**src/hw/rtl/dstm_pkg.sv**
```systemverilog
// ---------------------------------------------------------------------------
// dstm_pkg
// Shared constants, types and step functions of the seek time pipeline.
// ---------------------------------------------------------------------------
package dstm_pkg;

  localparam int FRAC      = 16;
  localparam int SEEK_W    = 20;
  localparam int CYL_W     = 16;
  localparam int TIME_W    = 18;
  localparam int DELTA_W   = 17;
  localparam int CFG_IDX_W = 3;

  localparam logic [SEEK_W-1:0] SEEK_MAX = '1;

  // Register indexes of the configuration port.
  localparam logic [CFG_IDX_W-1:0] REG_MODE    = 3'd0;
  localparam logic [CFG_IDX_W-1:0] REG_CYL     = 3'd1;
  localparam logic [CFG_IDX_W-1:0] REG_SINGLE  = 3'd2;
  localparam logic [CFG_IDX_W-1:0] REG_AVERAGE = 3'd3;
  localparam logic [CFG_IDX_W-1:0] REG_FULL    = 3'd4;
  localparam logic [CFG_IDX_W-1:0] REG_SETTLE  = 3'd5;
  localparam logic [CFG_IDX_W-1:0] REG_SWITCH  = 3'd6;

  localparam logic [1:0] MODE_NONE  = 2'd0;
  localparam logic [1:0] MODE_CONST = 2'd1;
  localparam logic [1:0] MODE_CURVE = 2'd2;
  localparam logic [1:0] MODE_LINE  = 2'd3;

  // Restoring divider: DIV_PER quotient bits per stage.
  localparam int DIV_W   = 64;
  localparam int DEN_W   = 18;
  localparam int DIV_PER = 4;
  localparam int DIV_ST  = DIV_W / DIV_PER;

  // Digit-by-digit square root: SQ_PER root bits per stage.
  localparam int SQ_IN_W  = 48;
  localparam int ROOT_W   = SQ_IN_W / 2;
  localparam int SQ_REM_W = ROOT_W + 2;
  localparam int SQ_PER   = 2;
  localparam int SQ_ST    = ROOT_W / SQ_PER;

  // Divide by three: floor(x / 3) = (x * RCP3) >> RCP3_SH for any x below
  // 2^47, built from four R3_W by R3_W partial products.
  localparam int                R3_W    = 23;
  localparam int                RCP3_SH = 47;
  localparam logic [2*R3_W-1:0] RCP3    = 46'h2AAA_AAAA_AAAB;
  localparam int                DIV3_ST = 2;

  // Pipeline stage positions.
  localparam int ST_IN   = 0;
  localparam int ST_PREP = ST_IN + 1;
  localparam int ST_MUL  = ST_PREP + 1;
  localparam int ST_ABS  = ST_MUL + 1;
  localparam int ST_DA0  = ST_ABS + 1;
  localparam int ST_SQ0  = ST_DA0 + DIV_ST;
  localparam int ST_M2   = ST_SQ0 + SQ_ST;
  localparam int ST_DB0  = ST_M2 + 1;
  localparam int ST_F1   = ST_DB0 + DIV3_ST;
  localparam int ST_F2   = ST_F1 + 1;
  localparam int ST_OUT  = ST_F2 + 1;
  localparam int N_ST    = ST_OUT + 1;

  typedef struct packed {
    logic [DEN_W-1:0] rem;
    logic [DIV_W-1:0] work;
    logic [DEN_W-1:0] den;
  } div_work_t;

  typedef struct packed {
    logic [SQ_IN_W-1:0]  x;
    logic [SQ_REM_W-1:0] rem;
    logic [ROOT_W-1:0]   root;
  } sq_work_t;

  // The dividend shifts out at the top while quotient bits enter at the bottom.
  function automatic div_work_t div_steps(div_work_t x);
    div_work_t      w;
    logic [DEN_W:0] r;
    w = x;
    for (int k = 0; k < DIV_PER; k++) begin
      r = {w.rem, w.work[DIV_W-1]};
      w.work = {w.work[DIV_W-2:0], 1'b0};
      if (r >= {1'b0, w.den}) begin
        r = r - {1'b0, w.den};
        w.work[0] = 1'b1;
      end
      w.rem = r[DEN_W-1:0];
    end
    return w;
  endfunction

  function automatic sq_work_t sq_steps(sq_work_t x);
    sq_work_t              w;
    logic [SQ_REM_W+1:0]   r;
    logic [SQ_REM_W+1:0]   t;
    w = x;
    for (int k = 0; k < SQ_PER; k++) begin
      r = {w.rem, w.x[SQ_IN_W-1 -: 2]};
      w.x = {w.x[SQ_IN_W-3:0], 2'b00};
      t = (SQ_REM_W+2)'({w.root, 2'b01});
      if (r >= t) begin
        r = r - t;
        w.root = {w.root[ROOT_W-2:0], 1'b1};
      end else begin
        w.root = {w.root[ROOT_W-2:0], 1'b0};
      end
      w.rem = r[SQ_REM_W-1:0];
    end
    return w;
  endfunction

endpackage

```
**src/hw/rtl/dstm_div.sv**
```systemverilog
// ---------------------------------------------------------------------------
// dstm_div
// Pipelined unsigned restoring divider, one enable per stage.
// ---------------------------------------------------------------------------
module dstm_div (
  input  logic                          clk,
  input  logic [dstm_pkg::DIV_ST-1:0]   en,
  input  logic [dstm_pkg::DIV_W-1:0]    num,
  input  logic [dstm_pkg::DEN_W-1:0]    den,
  output logic [dstm_pkg::DIV_W-1:0]    quo
);
  import dstm_pkg::*;

  div_work_t st     [0:DIV_ST-1];
  div_work_t st_next[0:DIV_ST-1];

  always_comb begin
    div_work_t first;
    first.rem  = '0;
    first.work = num;
    first.den  = den;
    st_next[0] = div_steps(first);
    for (int j = 1; j < DIV_ST; j++) begin
      st_next[j] = div_steps(st[j-1]);
    end
  end

  always_ff @(posedge clk) begin
    for (int j = 0; j < DIV_ST; j++) begin
      if (en[j]) begin
        st[j] <= st_next[j];
      end
    end
  end

  assign quo = st[DIV_ST-1].work;

endmodule

```
**config.mk**
```make
export PLATFORM = sky130hd
export DESIGN_NAME = dstm_div
export DESIGN_NICKNAME = d
export VERILOG_FILES = /design/src/hw/rtl/dstm_pkg.sv /design/src/hw/rtl/dstm_div.sv
export SDC_FILE = /design/constraint.sdc
export NUM_CORES = 2
export LEC_CHECK = 0
export BUFFER_PORTS_ARGS = -buffer_cell sky130_fd_sc_hd__buf_2
export CAP_MARGIN = 20
export CORE_ASPECT_RATIO = 1.25
export CORE_MARGIN = 2
export CORE_UTILIZATION = 40
export DETAILED_ROUTE_END_ITERATION = 16
export GPL_TIMING_DRIVEN = 0
export PLACE_DENSITY_LB_ADDON = 0.2
export SLEW_MARGIN = 10
export SYNTH_ARGS = -nofsm -noshare
export SYNTH_HDL_FRONTEND = slang
export SYNTH_SLANG_ARGS = --single-unit
export TNS_END_PERCENT = 20
```
**constraint.sdc**
```tcl
create_clock -name clk -period 12.8 [get_ports clk]
set_input_delay 1.28 -clock clk [delete_from_list [all_inputs] [get_ports clk]]
set_output_delay 1.28 -clock clk [all_outputs]
set_load 0.005 [all_outputs]
```
==> flow_metrics.py <==
metrics = {
    "timing": {
        "final.setup_skew_ns": 0.0875,
        "finalHoldViolCount": 0,
        "min_period_over_period_pct": 96.7,
        "fin_hold_ws_ns": 0.346,
        "worst-slew-pin-transition_ns": 1.18,
        "min_period_ns": 12.38,
        "setup_viol": 0,
        "fin_ws_ns": 0.417,
        "clock.fmax_ghz": 0.0808,
        "drv_slew": 0,
        "rsz0062_at_grt": "yes",
        "relSlewSlack_pct": 20.4,
    },
    "synth": {
        "synth-seq-cells": 1564,
        "synth_area_mm2": 0.113,
        "avgSynthCellArea_um2": 10.5,
        "synth.distinct_cells": 121,
        "ys_top_cells_by_area": "edfxtp_1 42%, ha_1 13%, mux2_2 5.4%",
        "synth_top_cell_area_share_pct": 41.5,
        "ys.warnings.count": 0,
        "yosysMostFrequentCell": "edfxtp_1",
        "synth_top_area_cell": "edfxtp_1",
        "ys.flop_type": "edfxtp_1",
        "yosysSeqAreaShare_pct": 41.5,
        "async_reset_ff_share_pct": 0,
        "synth-edff-count": 1564,
        "syn_inst": 10700,
        "netlist_top_cells_count": "1564 x edfxtp_1, 1136 x ha_1, 801 x a21oi_1",
        "synthesis.nets": 12000,
    },
    "grt": {
        "grt-ovfl-total": 0,
        "grt_pass1_vias": 84800,
        "grt_antenna_before_repair": 8,
        "grt_pass1_wl_um": 499000,
        "grt_max_degree": 81,
        "track_usage_pct": 22.3,
    },
    "die": {
        "core-area_mm2": 0.282,
        "start_util_pct": 40.2,
        "dieArea_mm2": 0.287,
        "rows": 218,
        "io_pins": 163,
        "die_y_um": 599,
        "die_w_um": 480,
    },
    "setup_path": {
        "cp_top_family": "compound AO/OA/AOI/OAI gates",
        "critPathMaxStageDelay_ns": 0.55,
        "worst_setup_path_start_kind": "flip-flop",
        "crit_buf_inv": 7,
        "path_max_fanout": 10,
        "cp.required_ns": 13.36,
        "critPathArrivalTime_ns": 12.94,
        "setup.worst_path.class": "reg2reg",
        "worst_path_max_delay_cell": "edfxtp_1",
        "endpoint_kind": "flip-flop",
    },
    "cts": {
        "root_buffer": "clkbuf_16",
        "cts_tree": "done",
        "clk_latency_ns": 0.88,
        "clockBufferDepth": 4,
        "cts_buffers": 177,
        "clk_pin_slew_ns": 0.06,
        "ctsHoldBuffers": 0,
        "cts.sinks": 1564,
        "htreeDepth": 4,
    },
    "drt": {
        "drt_pass1_iterations": 6,
        "met2_length_um": 169000,
        "drc_errors": 0,
        "drt-vias-per-instance": 5.62,
        "drt-initial-drc-count": 5538,
        "dr_total_vias": 84500,
        "ant_nets": 0,
        "top_layer": "met4",
        "routed_wl_um": 330000,
        "routedWlPerCell_um": 21.9,
        "wl_met1_um": 135000,
        "wl_met3_um": 10100,
    },
    "layout": {
        "fin_nets": 12500,
        "drive_gt1_share_pct": 13.4,
        "largest_reg_flops": 1564,
        "regMostFlops": "st",
        "fin_util_pct": 44.9,
        "syn2layout_area_growth_pct": 11.7,
        "reg_top3": "st (1564)",
    },
    "placement": {
        "globalplace.congestion": 0.930,
        "hpwl_um": 262000,
        "io_buffers": 162,
        "pre_cts_slack_ns": -2.38,
    },
    "outcome": {
        "status": "finished, final reports clean",
    },
    "hold_path": {
        "hold_path.class": "reg2reg",
    },
    "job": {
        "drv_cap": 0,
    },
}
[per-stage QoR]
stage / std cells / setup TNS (ns) / instance area (um2)
global placement: 14600 / -189.63 / 119000
finish: 15000 / 0 / 126000
global route: 15000 / -2.08 / 126000
floorplan: 10700 / 0 / 113000
CTS: 15000 / -0.651 / 126000
detailed placement: 14700 / -200.36 / 119000
[final timing paths]
kind	startpoint	endpoint	slack (ns)	cells after the start
max	st[0][201]	st[0][396]	0.42	47
min	st[1][140]	st[1][244]	0.35	0
max reg2reg	st[0][201]	st[0][396]	0.42	47
min reg2reg	st[1][140]	st[1][244]	0.35	0
[cells in the final DEF (no fill, tap or decap), types with 51 or more instances in the layout]
master and count:
nand3_1 180, o21a_1 175, o211ai_1 73, nand2_1 577, xor2_1 244, and3_1 85, o31ai_1 78, buf_4 141
nor4_1 72, edfxtp_1 1564, ha_1 1136, a21oi_1 782, nor2_1 709, mux2_2 538, or3_1 78, a21o_1 347
a21boi_0 70, clkbuf_1 51, a31oi_1 60, clkbuf_16 177, nand2b_1 141, nor3_1 199, nor2b_1 197, xnor2_1 553
o21ai_0 568, nand4_1 147, o21bai_1 113, buf_2 187, a211oi_1 90, mux2i_1 158, fa_1 62, inv_1 730
[cells by family after synthesis]
group	after synthesis	share of synthesized area, %
AO/OA/AOI/OAI	2878	16.6
AND/OR/NAND/NOR	2611	11.4
XOR/XNOR	797	6.17
adder cells (fa/ha/maj)	1198	13.7
multiplexers	723	7.05
buffers and inverters	975	3.59
flip-flops	1564	41.5
[routing by layer]
layer | GRT usage (%) | vias up
li1 | - | 41200
met1 | 26.4 | 40900
met2 | 40.9 | 1745
met3 | 2.10 | 632
met4 | 9.52 | 0
met5 | 0 | -
[worst reg2reg max path: cells and delay by family (launching register included)]
kind | cells | cell delay, ns
DFF | 1 | 0.55
and+or+nand+nor | 6 | 1.03
adders and majority gates | 4 | 1.46
AOI/OAI and AO/OA | 26 | 5.82
buffers and inverters | 7 | 1.83
muxes | 4 | 1.40
[what timing repair did]
item,CTS,global route
setup endpoints to repair,188,286
setup buffers,19,43
gates resized for setup,108,199
pin swaps,4,21
[cell type report]
| cell class | count | area (um2) |
|---|---|---|
| plain buffers | 219 | 1360 |
| clock inverters | 116 | 1350 |
| inverters | 755 | 2860 |
| repair buffers | 240 | 1850 |
| well taps | 3740 | 4680 |
| fillers | 26400 | 155000 |
| clock buffers | 197 | 4500 |
| multi-input cells | 8207 | 62900 |
| flip-flops and latches | 1564 | 47000 |
| diodes | 4 | 10.0 |
Power is not shown: default switching activity piles up to over one toggle a cycle in this logic, so the estimate is an artifact.
